--- config.mk ---
export PLATFORM = sky130hd
export DESIGN_NAME = bitstring_segment_mix_mutation_top
export DESIGN_NICKNAME = d
export VERILOG_FILES = /design/src/rtl/bsmm_pkg.sv /design/src/rtl/bitstring_segment_mix_mutation_top.sv /design/src/rtl/bsmm_front.sv /design/src/rtl/bsmm_queue.sv /design/src/rtl/bsmm_back.sv
export SDC_FILE = /design/constraint.sdc
export NUM_CORES = 1
export LEC_CHECK = 0
export BUFFER_PORTS_ARGS = -buffer_cell sky130_fd_sc_hd__buf_2
export CAP_MARGIN = 15
export CORE_MARGIN = 1.5
export CORE_UTILIZATION = 58
export DETAILED_ROUTE_END_ITERATION = 16
export HOLD_SLACK_MARGIN = 0.1
export PLACE_DENSITY = 0.74
export SYNTH_ARGS = -nofsm -noshare
export SYNTH_HDL_FRONTEND = slang
export SYNTH_HIERARCHICAL = 1
export SYNTH_SLANG_ARGS = --single-unit
--- constraint.sdc ---
create_clock -name clk_i -period 6.95 [get_ports clk_i]
set_clock_uncertainty 0.15 [all_clocks]
set_input_delay 1.39 -clock clk_i [delete_from_list [all_inputs] [get_ports clk_i]]
set_output_delay 1.39 -clock clk_i [all_outputs]
set_load 0.1 [all_outputs]
--- src/rtl/bsmm_pkg.sv ---
// shared types and constants for the bit string segment mix block
package bsmm_pkg;

  localparam int MAX_BITS_DEF    = 256;
  localparam int QUEUE_DEPTH_DEF = 2;
  localparam int IDX_W           = 8;
  localparam int LEN_W           = 9;
  localparam int DRAW_W          = 9;
  localparam logic [LEN_W-1:0] STR_LEN_RST = 9'd64;

  typedef enum logic [1:0] {
    OP_WRITE = 2'd0,
    OP_READ  = 2'd1,
    OP_START = 2'd2,
    OP_MIX   = 2'd3
  } op_e;

  typedef enum logic [2:0] {
    ST_OK      = 3'd0,
    ST_LEN_ONE = 3'd1,
    ST_EQUAL   = 3'd2,
    ST_RANGE   = 3'd3,
    ST_DRAW    = 3'd4,
    ST_NO_SEG  = 3'd5
  } status_e;

  typedef enum logic [1:0] {
    BK_CLEAR,
    BK_IDLE,
    BK_READ,
    BK_COUNT
  } back_state_e;

  // classified command handed from front to back
  typedef struct packed {
    op_e              op;
    status_e          status;
    logic [IDX_W-1:0] lo;
    logic [IDX_W-1:0] hi;
    logic             bit_value;
    logic [DRAW_W-1:0] draw;
  } cmd_t;

  // back-end status seen by the front
  typedef struct packed {
    logic clearing;
    logic queue_full;
  } flow_t;

endpackage

--- src/rtl/bitstring_segment_mix_mutation_top.sv ---
// top level of the bit string segment mix block
// a beat is registered in the command queue, then taken by the back end from idle;
//   writes and refused read or start beats report from idle, reads and mixes via the
//   read state, a segment start after the count walk over the segment
// the back end takes a new command only when it is back in idle
// reset: after rst_ni the bit store is cleared one bit a cycle with busy high;
//   the result strobe is never stalled by the receiver
module bitstring_segment_mix_mutation_top #(
  parameter int MAX_BITS    = bsmm_pkg::MAX_BITS_DEF,
  parameter int QUEUE_DEPTH = bsmm_pkg::QUEUE_DEPTH_DEF
) (
  input  logic                         clk_i,
  input  logic                         rst_ni,
  // command beat
  input  logic                         start,
  output logic                         busy,
  input  logic [1:0]                   operation_i,
  input  logic [bsmm_pkg::IDX_W-1:0]   index_a_i,
  input  logic [bsmm_pkg::IDX_W-1:0]   index_b_i,
  input  logic                         bit_value_i,
  input  logic [bsmm_pkg::DRAW_W-1:0]  draw_i,
  // string length register
  input  logic                         cfg_we_i,
  input  logic [bsmm_pkg::LEN_W-1:0]   cfg_wdata_i,
  // result beat, one cycle per strobe
  output logic                         done_o,
  output logic                         bit_out_o,
  output logic [bsmm_pkg::IDX_W-1:0]   bit_index_o,
  output logic [2:0]                   status_o,
  output logic                         last_o
);

  logic [bsmm_pkg::LEN_W-1:0] string_length_q;
  bsmm_pkg::flow_t            flow;
  bsmm_pkg::cmd_t             push_cmd;
  bsmm_pkg::cmd_t             head_cmd;
  bsmm_pkg::status_e          status;
  logic                       push;
  logic                       pop;
  logic                       empty;
  logic                       full;
  logic                       clearing;

  // configuration should only change while the block is idle; the block does not enforce this
  always_ff @(posedge clk_i or negedge rst_ni) begin
    if (!rst_ni) begin
      string_length_q <= bsmm_pkg::STR_LEN_RST;
    end else if (cfg_we_i) begin
      string_length_q <= cfg_wdata_i;
    end
  end

  assign flow.clearing   = clearing;
  assign flow.queue_full = full;

  // front: takes the beat, checks index ranges and orders segment bounds
  bsmm_front #(
    .MAX_BITS(MAX_BITS)
  ) u_front (
    .start          (start),
    .busy           (busy),
    .operation_i    (operation_i),
    .index_a_i      (index_a_i),
    .index_b_i      (index_b_i),
    .bit_value_i    (bit_value_i),
    .draw_i         (draw_i),
    .string_length_i(string_length_q),
    .flow_i         (flow),
    .push_o         (push),
    .cmd_o          (push_cmd)
  );

  // queue lets the front keep taking beats while the back walks a segment
  bsmm_queue #(
    .DEPTH(QUEUE_DEPTH)
  ) u_queue (
    .clk_i  (clk_i),
    .rst_ni (rst_ni),
    .push_i (push),
    .cmd_i  (push_cmd),
    .pop_i  (pop),
    .head_o (head_cmd),
    .empty_o(empty),
    .full_o (full)
  );

  // back: owns the bit store and the segment state, issues every result
  bsmm_back #(
    .MAX_BITS(MAX_BITS)
  ) u_back (
    .clk_i      (clk_i),
    .rst_ni     (rst_ni),
    .head_i     (head_cmd),
    .empty_i    (empty),
    .pop_o      (pop),
    .clearing_o (clearing),
    .done_o     (done_o),
    .bit_out_o  (bit_out_o),
    .bit_index_o(bit_index_o),
    .status_o   (status),
    .last_o     (last_o)
  );

  assign status_o = status;

endmodule

--- src/rtl/bsmm_front.sv ---
// front end: accepts beats, range-checks them and orders the segment bounds
module bsmm_front #(
  parameter int MAX_BITS = bsmm_pkg::MAX_BITS_DEF
) (
  input  logic                         start,
  output logic                         busy,
  input  logic [1:0]                   operation_i,
  input  logic [bsmm_pkg::IDX_W-1:0]   index_a_i,
  input  logic [bsmm_pkg::IDX_W-1:0]   index_b_i,
  input  logic                         bit_value_i,
  input  logic [bsmm_pkg::DRAW_W-1:0]  draw_i,
  input  logic [bsmm_pkg::LEN_W-1:0]   string_length_i,
  input  bsmm_pkg::flow_t              flow_i,
  output logic                         push_o,
  output bsmm_pkg::cmd_t               cmd_o
);

  localparam int LW = $clog2(MAX_BITS + 1);
  localparam int CW = (LW > bsmm_pkg::LEN_W) ? LW : bsmm_pkg::LEN_W;

  logic [CW-1:0] sl_w;
  logic [CW-1:0] max_w;
  logic [CW-1:0] len;
  logic          a_bad;
  logic          b_bad;
  bsmm_pkg::op_e op;

  assign busy   = flow_i.clearing | flow_i.queue_full;
  assign push_o = start & ~busy;

  // effective length is the register clamped to the store size
  assign sl_w  = CW'(string_length_i);
  assign max_w = CW'(MAX_BITS);
  assign len   = (sl_w > max_w) ? max_w : sl_w;
  assign a_bad = CW'(index_a_i) >= len;
  assign b_bad = CW'(index_b_i) >= len;
  assign op    = bsmm_pkg::op_e'(operation_i);

  always_comb begin
    cmd_o.op        = op;
    cmd_o.status    = bsmm_pkg::ST_OK;
    cmd_o.lo        = index_a_i;
    cmd_o.hi        = index_b_i;
    cmd_o.bit_value = bit_value_i;
    cmd_o.draw      = draw_i;
    case (op)
      bsmm_pkg::OP_WRITE, bsmm_pkg::OP_READ: begin
        if (a_bad) cmd_o.status = bsmm_pkg::ST_RANGE;
      end
      bsmm_pkg::OP_START: begin
        if (index_b_i < index_a_i) begin
          cmd_o.lo = index_b_i;
          cmd_o.hi = index_a_i;
        end
        if (len < CW'(2)) begin
          cmd_o.status = bsmm_pkg::ST_LEN_ONE;
        end else if (a_bad || b_bad) begin
          cmd_o.status = bsmm_pkg::ST_RANGE;
        end else if (index_a_i == index_b_i) begin
          cmd_o.status = bsmm_pkg::ST_EQUAL;
        end
      end
      default: begin
        // mix checks depend on segment state, done in the back end
        cmd_o.status = bsmm_pkg::ST_OK;
      end
    endcase
  end

endmodule

--- src/rtl/bsmm_queue.sv ---
// small command queue between front and back end
module bsmm_queue #(
  parameter int DEPTH = bsmm_pkg::QUEUE_DEPTH_DEF
) (
  input  logic           clk_i,
  input  logic           rst_ni,
  input  logic           push_i,
  input  bsmm_pkg::cmd_t cmd_i,
  input  logic           pop_i,
  output bsmm_pkg::cmd_t head_o,
  output logic           empty_o,
  output logic           full_o
);

  localparam int PW = (DEPTH > 1) ? $clog2(DEPTH) : 1;
  localparam int NW = $clog2(DEPTH + 1);

  bsmm_pkg::cmd_t entry_q [DEPTH];
  logic [PW-1:0]  wr_ptr_q, wr_ptr_d;
  logic [PW-1:0]  rd_ptr_q, rd_ptr_d;
  logic [NW-1:0]  count_q, count_d;
  logic           do_push;
  logic           do_pop;

  assign empty_o = count_q == '0;
  assign full_o  = count_q == NW'(DEPTH);
  assign head_o  = entry_q[rd_ptr_q];
  assign do_push = push_i & ~full_o;
  assign do_pop  = pop_i & ~empty_o;

  always_comb begin
    wr_ptr_d = wr_ptr_q;
    rd_ptr_d = rd_ptr_q;
    count_d  = count_q;
    if (do_push) wr_ptr_d = (wr_ptr_q == PW'(DEPTH - 1)) ? '0 : wr_ptr_q + PW'(1);
    if (do_pop)  rd_ptr_d = (rd_ptr_q == PW'(DEPTH - 1)) ? '0 : rd_ptr_q + PW'(1);
    if (do_push && !do_pop) count_d = count_q + NW'(1);
    if (do_pop && !do_push) count_d = count_q - NW'(1);
  end

  always_ff @(posedge clk_i or negedge rst_ni) begin
    if (!rst_ni) begin
      wr_ptr_q <= '0;
      rd_ptr_q <= '0;
      count_q  <= '0;
    end else begin
      wr_ptr_q <= wr_ptr_d;
      rd_ptr_q <= rd_ptr_d;
      count_q  <= count_d;
    end
  end

  always_ff @(posedge clk_i) begin
    if (do_push) entry_q[wr_ptr_q] <= cmd_i;
  end

endmodule

--- src/rtl/bsmm_back.sv ---
// back end: bit store, segment counters and the mix sequencer
module bsmm_back #(
  parameter int MAX_BITS = bsmm_pkg::MAX_BITS_DEF
) (
  input  logic                        clk_i,
  input  logic                        rst_ni,
  input  bsmm_pkg::cmd_t              head_i,
  input  logic                        empty_i,
  output logic                        pop_o,
  output logic                        clearing_o,
  output logic                        done_o,
  output logic                        bit_out_o,
  output logic [bsmm_pkg::IDX_W-1:0]  bit_index_o,
  output bsmm_pkg::status_e           status_o,
  output logic                        last_o
);

  localparam int AW = (MAX_BITS > 1) ? $clog2(MAX_BITS) : 1;
  localparam int IW = bsmm_pkg::IDX_W;
  localparam int LW = bsmm_pkg::LEN_W;

  logic mem [MAX_BITS];
  logic rd_q;

  bsmm_pkg::back_state_e state_q, state_d;
  bsmm_pkg::cmd_t        cmd_q, cmd_d;
  logic [AW-1:0]         clr_q, clr_d;
  logic [IW-1:0]         ptr_q, ptr_d;
  logic                  issued_q, issued_d;
  logic                  pend_q, pend_d;
  logic [LW-1:0]         ones_left_q, ones_left_d;
  logic [LW-1:0]         zeros_left_q, zeros_left_d;
  logic [LW-1:0]         ones_weight_q, ones_weight_d;
  logic [LW-1:0]         seg_len_q, seg_len_d;
  logic [IW-1:0]         cursor_q, cursor_d;
  logic [IW-1:0]         end_q, end_d;
  logic                  active_q, active_d;
  logic                  done_q, done_d;
  logic                  bit_q, bit_d;
  logic [IW-1:0]         idx_q, idx_d;
  bsmm_pkg::status_e     stat_q, stat_d;
  logic                  last_q, last_d;

  logic          mem_we;
  logic [AW-1:0] mem_waddr;
  logic          mem_wdata;
  logic [AW-1:0] mem_raddr;
  logic          want_one;
  logic          new_bit;

  assign clearing_o  = state_q == bsmm_pkg::BK_CLEAR;
  assign done_o      = done_q;
  assign bit_out_o   = bit_q;
  assign bit_index_o = idx_q;
  assign status_o    = stat_q;
  assign last_o      = last_q;

  // next state
  always_comb begin
    state_d = state_q;
    case (state_q)
      bsmm_pkg::BK_CLEAR: begin
        if (clr_q == AW'(MAX_BITS - 1)) state_d = bsmm_pkg::BK_IDLE;
      end
      bsmm_pkg::BK_IDLE: begin
        if (!empty_i) begin
          case (head_i.op)
            bsmm_pkg::OP_READ: begin
              if (head_i.status == bsmm_pkg::ST_OK) state_d = bsmm_pkg::BK_READ;
            end
            bsmm_pkg::OP_START: begin
              if (head_i.status == bsmm_pkg::ST_OK) state_d = bsmm_pkg::BK_COUNT;
            end
            bsmm_pkg::OP_MIX: state_d = bsmm_pkg::BK_READ;
            default:          state_d = bsmm_pkg::BK_IDLE;
          endcase
        end
      end
      bsmm_pkg::BK_READ: state_d = bsmm_pkg::BK_IDLE;
      bsmm_pkg::BK_COUNT: begin
        if (pend_q && issued_q) state_d = bsmm_pkg::BK_IDLE;
      end
      default: state_d = bsmm_pkg::BK_IDLE;
    endcase
  end

  // mix decision: draw against the start-time ones count, then respect what is left
  assign want_one = cmd_q.draw <= ones_weight_q;
  always_comb begin
    if (want_one) new_bit = ones_left_q != '0;
    else          new_bit = zeros_left_q == '0;
  end

  // datapath and outputs
  always_comb begin
    pop_o         = 1'b0;
    mem_we        = 1'b0;
    mem_waddr     = clr_q;
    mem_wdata     = 1'b0;
    mem_raddr     = AW'(cursor_q);
    cmd_d         = cmd_q;
    clr_d         = clr_q;
    ptr_d         = ptr_q;
    issued_d      = issued_q;
    pend_d        = 1'b0;
    ones_left_d   = ones_left_q;
    zeros_left_d  = zeros_left_q;
    ones_weight_d = ones_weight_q;
    seg_len_d     = seg_len_q;
    cursor_d      = cursor_q;
    end_d         = end_q;
    active_d      = active_q;
    done_d        = 1'b0;
    bit_d         = 1'b0;
    idx_d         = '0;
    stat_d        = bsmm_pkg::ST_OK;
    last_d        = 1'b0;
    case (state_q)
      bsmm_pkg::BK_CLEAR: begin
        mem_we = 1'b1;
        clr_d  = clr_q + AW'(1);
      end
      bsmm_pkg::BK_IDLE: begin
        if (!empty_i) begin
          pop_o = 1'b1;
          cmd_d = head_i;
          case (head_i.op)
            bsmm_pkg::OP_WRITE: begin
              done_d = 1'b1;
              stat_d = head_i.status;
              if (head_i.status == bsmm_pkg::ST_OK) begin
                mem_we    = 1'b1;
                mem_waddr = AW'(head_i.lo);
                mem_wdata = head_i.bit_value;
                bit_d     = head_i.bit_value;
                idx_d     = head_i.lo;
              end
            end
            bsmm_pkg::OP_READ: begin
              mem_raddr = AW'(head_i.lo);
              if (head_i.status != bsmm_pkg::ST_OK) begin
                done_d = 1'b1;
                stat_d = head_i.status;
              end
            end
            bsmm_pkg::OP_START: begin
              if (head_i.status != bsmm_pkg::ST_OK) begin
                done_d = 1'b1;
                stat_d = head_i.status;
              end else begin
                ptr_d        = head_i.lo;
                issued_d     = 1'b0;
                ones_left_d  = '0;
                zeros_left_d = '0;
                cursor_d     = head_i.lo;
                end_d        = head_i.hi;
                active_d     = 1'b1;
                seg_len_d    = LW'(head_i.hi) - LW'(head_i.lo) + LW'(1);
              end
            end
            default: begin
              mem_raddr = AW'(cursor_q);
            end
          endcase
        end
      end
      bsmm_pkg::BK_READ: begin
        done_d = 1'b1;
        if (cmd_q.op == bsmm_pkg::OP_READ) begin
          bit_d = rd_q;
          idx_d = cmd_q.lo;
        end else if (!active_q) begin
          stat_d = bsmm_pkg::ST_NO_SEG;
        end else if (cmd_q.draw == '0 || cmd_q.draw > seg_len_q) begin
          stat_d = bsmm_pkg::ST_DRAW;
          bit_d  = rd_q;
          idx_d  = cursor_q;
        end else begin
          if (new_bit) begin
            if (ones_left_q != '0) ones_left_d = ones_left_q - LW'(1);
          end else begin
            if (zeros_left_q != '0) zeros_left_d = zeros_left_q - LW'(1);
          end
          mem_we    = 1'b1;
          mem_waddr = AW'(cursor_q);
          mem_wdata = new_bit;
          bit_d     = new_bit;
          idx_d     = cursor_q;
          if (cursor_q == end_q) begin
            active_d = 1'b0;
            last_d   = 1'b1;
          end else begin
            cursor_d = cursor_q + IW'(1);
          end
        end
      end
      bsmm_pkg::BK_COUNT: begin
        // one read issued per cycle, its data counted in the following cycle
        if (!issued_q) begin
          mem_raddr = AW'(ptr_q);
          pend_d    = 1'b1;
          if (ptr_q == cmd_q.hi) issued_d = 1'b1;
          else                   ptr_d    = ptr_q + IW'(1);
        end
        if (pend_q) begin
          ones_left_d  = ones_left_q + LW'(rd_q);
          zeros_left_d = zeros_left_q + LW'(!rd_q);
          if (issued_q) begin
            ones_weight_d = ones_left_q + LW'(rd_q);
            done_d        = 1'b1;
            idx_d         = cmd_q.lo;
          end
        end
      end
      default: begin
        done_d = 1'b0;
      end
    endcase
  end

  always_ff @(posedge clk_i) begin
    if (mem_we) mem[mem_waddr] <= mem_wdata;
    rd_q <= mem[mem_raddr];
  end

  always_ff @(posedge clk_i or negedge rst_ni) begin
    if (!rst_ni) begin
      state_q       <= bsmm_pkg::BK_CLEAR;
      clr_q         <= '0;
      issued_q      <= 1'b0;
      pend_q        <= 1'b0;
      ones_left_q   <= '0;
      zeros_left_q  <= '0;
      ones_weight_q <= '0;
      seg_len_q     <= '0;
      cursor_q      <= '0;
      end_q         <= '0;
      active_q      <= 1'b0;
      done_q        <= 1'b0;
    end else begin
      state_q       <= state_d;
      clr_q         <= clr_d;
      issued_q      <= issued_d;
      pend_q        <= pend_d;
      ones_left_q   <= ones_left_d;
      zeros_left_q  <= zeros_left_d;
      ones_weight_q <= ones_weight_d;
      seg_len_q     <= seg_len_d;
      cursor_q      <= cursor_d;
      end_q         <= end_d;
      active_q      <= active_d;
      done_q        <= done_d;
    end
  end

  always_ff @(posedge clk_i) begin
    cmd_q  <= cmd_d;
    ptr_q  <= ptr_d;
    bit_q  <= bit_d;
    idx_q  <= idx_d;
    stat_q <= stat_d;
    last_q <= last_d;
  end

`ifndef SYNTHESIS
  a_pop_only_idle: assert property (@(posedge clk_i) disable iff (!rst_ni)
    (state_q != bsmm_pkg::BK_IDLE) |-> !pop_o)
    else $error("command popped outside idle");

  a_counts_match_remaining: assert property (@(posedge clk_i) disable iff (!rst_ni)
    (active_q && state_q != bsmm_pkg::BK_COUNT) |->
      ({1'b0, ones_left_q} + {1'b0, zeros_left_q}) ==
      ({2'b0, end_q} - {2'b0, cursor_q} + 10'd1))
    else $error("segment counts disagree with bits left");

  a_no_result_from_clear: assert property (@(posedge clk_i) disable iff (!rst_ni)
    done_q |-> $past(state_q) != bsmm_pkg::BK_CLEAR)
    else $error("result during clearing pass");

  a_last_is_ok_result: assert property (@(posedge clk_i) disable iff (!rst_ni)
    last_q |-> (done_q && stat_q == bsmm_pkg::ST_OK && !active_q))
    else $error("last flag on a bad result");
`endif

endmodule
==> results.json <==
{
  "place.gp.congestion": 0.919,
  "syn_inst": 1963,
  "synthXorXnorAreaFrac_pct": 2.00,
  "synth_edf_count": 353,
  "setup_tns_ps": 0,
  "dpl.cell_count": 2422,
  "ys_types": 85,
  "finalNonFillerCells": 2509,
  "p_leak_nw": 8.43,
  "seq_area_frac_synth_pct": 57.5,
  "worstSetupStartpointType": "flop",
  "grt_pass1_wl_mm": 81.8,
  "synth_adder_area_share_pct": 4.71,
  "synthToLayoutAreaGrowth_pct": 9.15,
  "period_share_pct": 68.3,
  "chipWidth_microns": 199,
  "drt_iter0_markers": 1780,
  "synth_top_family_by_area": "simple AND/OR/NAND/NOR gates",
  "dp_slack_ps": 2330,
  "synth_compound_area_share_pct": 10.1,
  "power_density_nw_per_um2": 225,
  "synth_area_leaders": "edfxtp_1 47%, dfrtp_1 8.7%, nor2_1 5.0%",
  "reg2reg_depth": 11,
  "cp_max_fo": 16,
  "power_mw": 5.49,
  "max_freq_mhz": 211,
  "clock_path_buffers": 3,
  "ys.flop_type": "edfxtp_1",
  "synthArstFlopShare_pct": 17.7,
  "firstDrtPassIters": 6,
  "cts.sinks": 446,
  "synth_area_sq_um": 22400,
  "numPortBuffers": 55,
  "clkTransAtPathRegs_ps": 60,
  "min_period_ps": 4750,
  "hold_class": "flop to flop",
  "yosys.area_share.simple_pct": 14.5,
  "layout.nets": 2084,
  "critPathKind": "flop to flop",
  "ys_ff_latch": 446,
  "grt_pass1_vias": 14700,
  "max_cap_viol_count": 0,
  "rows": 71,
  "drt-total-wl_mm": 52.3,
  "ys_warn_count": 6,
  "finalWorstSetupSlack_ps": 2200,
  "grt_antenna_before_repair": 0,
  "post_cts_buffers": 0,
  "htree_levels": 2,
  "die_h_microns": 199,
  "cts_root_buffer": "clkbuf_16",
  "hold_viol_final": 0,
  "end_kind": "flop",
  "place_area_sq_um": 22900,
  "fin_util_pct": 64.5,
  "avgSynthCellArea_sq_um": 11.4,
  "core-area_sq_um": 37800,
  "clkLatencyLatePin_ps": 580,
  "drive_gt1_share_pct": 13.8,
  "numCtsBuffers": 47,
  "cts_tree": "done",
  "hold_buffers": 0,
  "start_util_pct": 59.1,
  "grt_remaining_overflow": 0,
  "postRouteAntennaNets": 0,
  "die-area_sq_um": 39800,
  "ios": 56,
  "cts_resized": 0,
  "syn_nets": 2087,
  "cp.arrival_ps": 5060,
  "synthMuxAreaShare_pct": 7.28,
  "drc": 0,
  "irDropWorstVdd_mv": 0.205,
  "worst_pin_slew_ps": 1150,
  "via_count": 15600,
  "grt_max_degree": 226,
  "post_drt_wl_per_cell_microns": 20.9,
  "rrSetupSlack_ps": 2200,
  "place_hpwl_mm": 34.4,
  "hold_depth": 2,
  "final-setup-viol-count": 0,
  "fin_area_sq_um": 24400,
  "synth_top_area_cell": "edfxtp_1",
  "viasPerCell": 6.21,
  "whs_ps": 337,
  "antenna_cells": 0,
  "relSlewSlack_pct": 23.6,
  "synthDominantCellAreaShare_pct": 47.4,
  "status": "finished clean",
  "cp_data_required_time_ps": 7260,
  "rsz0062_at_grt": "false",
  "finalMaxSlewViolations": 0,
  "track_usage_pct": 26.9
}
## path summary, 6_finish.rpt
| path | from | to |
|---|---|---|
| max | u_back/state_q[0] | u_back/rd_q |
| min reg2reg | u_back/seg_len_q[7] | u_back/seg_len_q[7] |
| max in group asynchronous | rst_ni | u_queue/rd_ptr_q |
| min | u_back/seg_len_q[7] | u_back/seg_len_q[7] |
| min in group asynchronous | rst_ni | u_queue/count_q[1] |
| max reg2reg | u_back/state_q[0] | u_back/rd_q |
## power breakdown
group | switching [mW] | internal, mW
Combinational | 0.0553 | 0.0474
Clock | 1.04 | 1.48
Sequential | 0.00552 | 2.86
## worst max-delay path, stage by stage, from the launching register on
cell and delay (ps):
dfrtp_1 410, ha_1 190, nor2b_1 670, o22ai_2 370, a222oi_1 820, nand2b_1 820, a21oi_1 80, a22oi_1 350
a21oi_1 170, a22oi_1 200, mux2i_1 90, mux2_2 310
## synthesized netlist by cell type (4+ instances only)
| cell | instances |
|---|---|
| a211oi_1 | 4 |
| a21o_1 | 15 |
| a21oi_1 | 117 |
| a221oi_1 | 10 |
| a222oi_1 | 7 |
| a22oi_1 | 38 |
| a31o_2 | 5 |
| a31oi_1 | 17 |
| a32oi_1 | 16 |
| and2_1 | 6 |
| and3_1 | 14 |
| and4b_1 | 4 |
| and4bb_1 | 6 |
| buf_1 | 5 |
| buf_2 | 27 |
| buf_4 | 14 |
| clkbuf_1 | 77 |
| dfrtp_1 | 78 |
| dfxtp_1 | 14 |
| edfxtp_1 | 353 |
| ha_1 | 81 |
| inv_1 | 63 |
| mux2_2 | 30 |
| mux2_4 | 38 |
| mux2i_1 | 18 |
| mux4_2 | 24 |
| nand2_1 | 266 |
| nand2b_1 | 16 |
| nand3_1 | 40 |
| nand4_1 | 20 |
| nor2_1 | 299 |
| nor2b_1 | 12 |
| nor3_1 | 22 |
| nor4_1 | 7 |
| nor4b_2 | 4 |
| o21a_1 | 11 |
| o21ai_0 | 48 |
| o21bai_1 | 4 |
| o22ai_1 | 8 |
| o31ai_1 | 6 |
| or3_1 | 5 |
| xnor2_1 | 33 |
| xor2_1 | 18 |
## per-layer routing
metal  track usage, %  wire [microns]  up-vias
met5                0               0        -
met4             7.46            1190        0
met3             5.54            5230       97
met2             40.9           23600      723
met1             39.3           22400     7655
li1                 -               -     7098
## registers in the layout, indices dropped and copies added (netlist names), 9 cells and up
signal,cells
u_queue/entry_q,62
u_back/ones_left_q,9
u_back/cmd_q,27
u_back/seg_len_q,9
u_back/mem,256
u_back/zeros_left_q,9
string_length_q,9
u_back/ones_weight_q,9
## logic make-up (layout without fill, tap and decap cells)
family | Yosys count | in the layout
DFF | 446 | 446
AOI/OAI and AO/OA | 342 | 342
muxes | 110 | 110
and+or+nand+nor | 737 | 737
adders and majority gates | 83 | 83
xor gates and xnor gates | 51 | 51
buffers and inverters | 193 | 228
other | 1 | 1
## cells in the final DEF, fill, tap and decap left out, types with 6 or more instances in the layout
cell type  synthesis  layout
clkbuf_16          0      49
o22ai_1            8       8
mux2_4            38      38
o21ai_0           48      48
o21a_1            11      11
nand2b_1          16      16
nor2b_1           12      12
dfxtp_1           14      14
nand3_1           40      39
o31ai_1            6       6
mux4_2            24      24
xnor2_1           33      33
inv_1             63      63
ha_1              81      81
and3_1            14      14
clkbuf_8           0       7
clkbuf_1          77      10
nor2_1           299     298
clkinv_1           1       8
mux2i_1           18      18
a21oi_1          117     117
nand2_1          266     264
nor4_1             7       7
a221oi_1          10      10
and4bb_1           6       6
buf_4             14      20
nor3_1            22      22
xor2_1            18      18
dfrtp_1           78      77
mux2_2            30      30
buf_2             27      54
a32oi_1           16      16
a22oi_1           38      38
a31oi_1           17      17
a222oi_1           7       7
edfxtp_1         353     353
nand4_1           20      20
clkinv_2           0       7
a21o_1            15      15
## area by class of cell
class                           count  area [sq um]
Clock inverter                     21           194
Fill cell                        2886         13400
Inverter                           64           240
Timing Repair Buffer               77           472
Multi-Input combinational cell   1324          8660
Clock buffer                       66          1360
Tap cell                          511           639
Sequential cell                   446         12900
No activity file was read; power rests on OpenSTA's default activity.
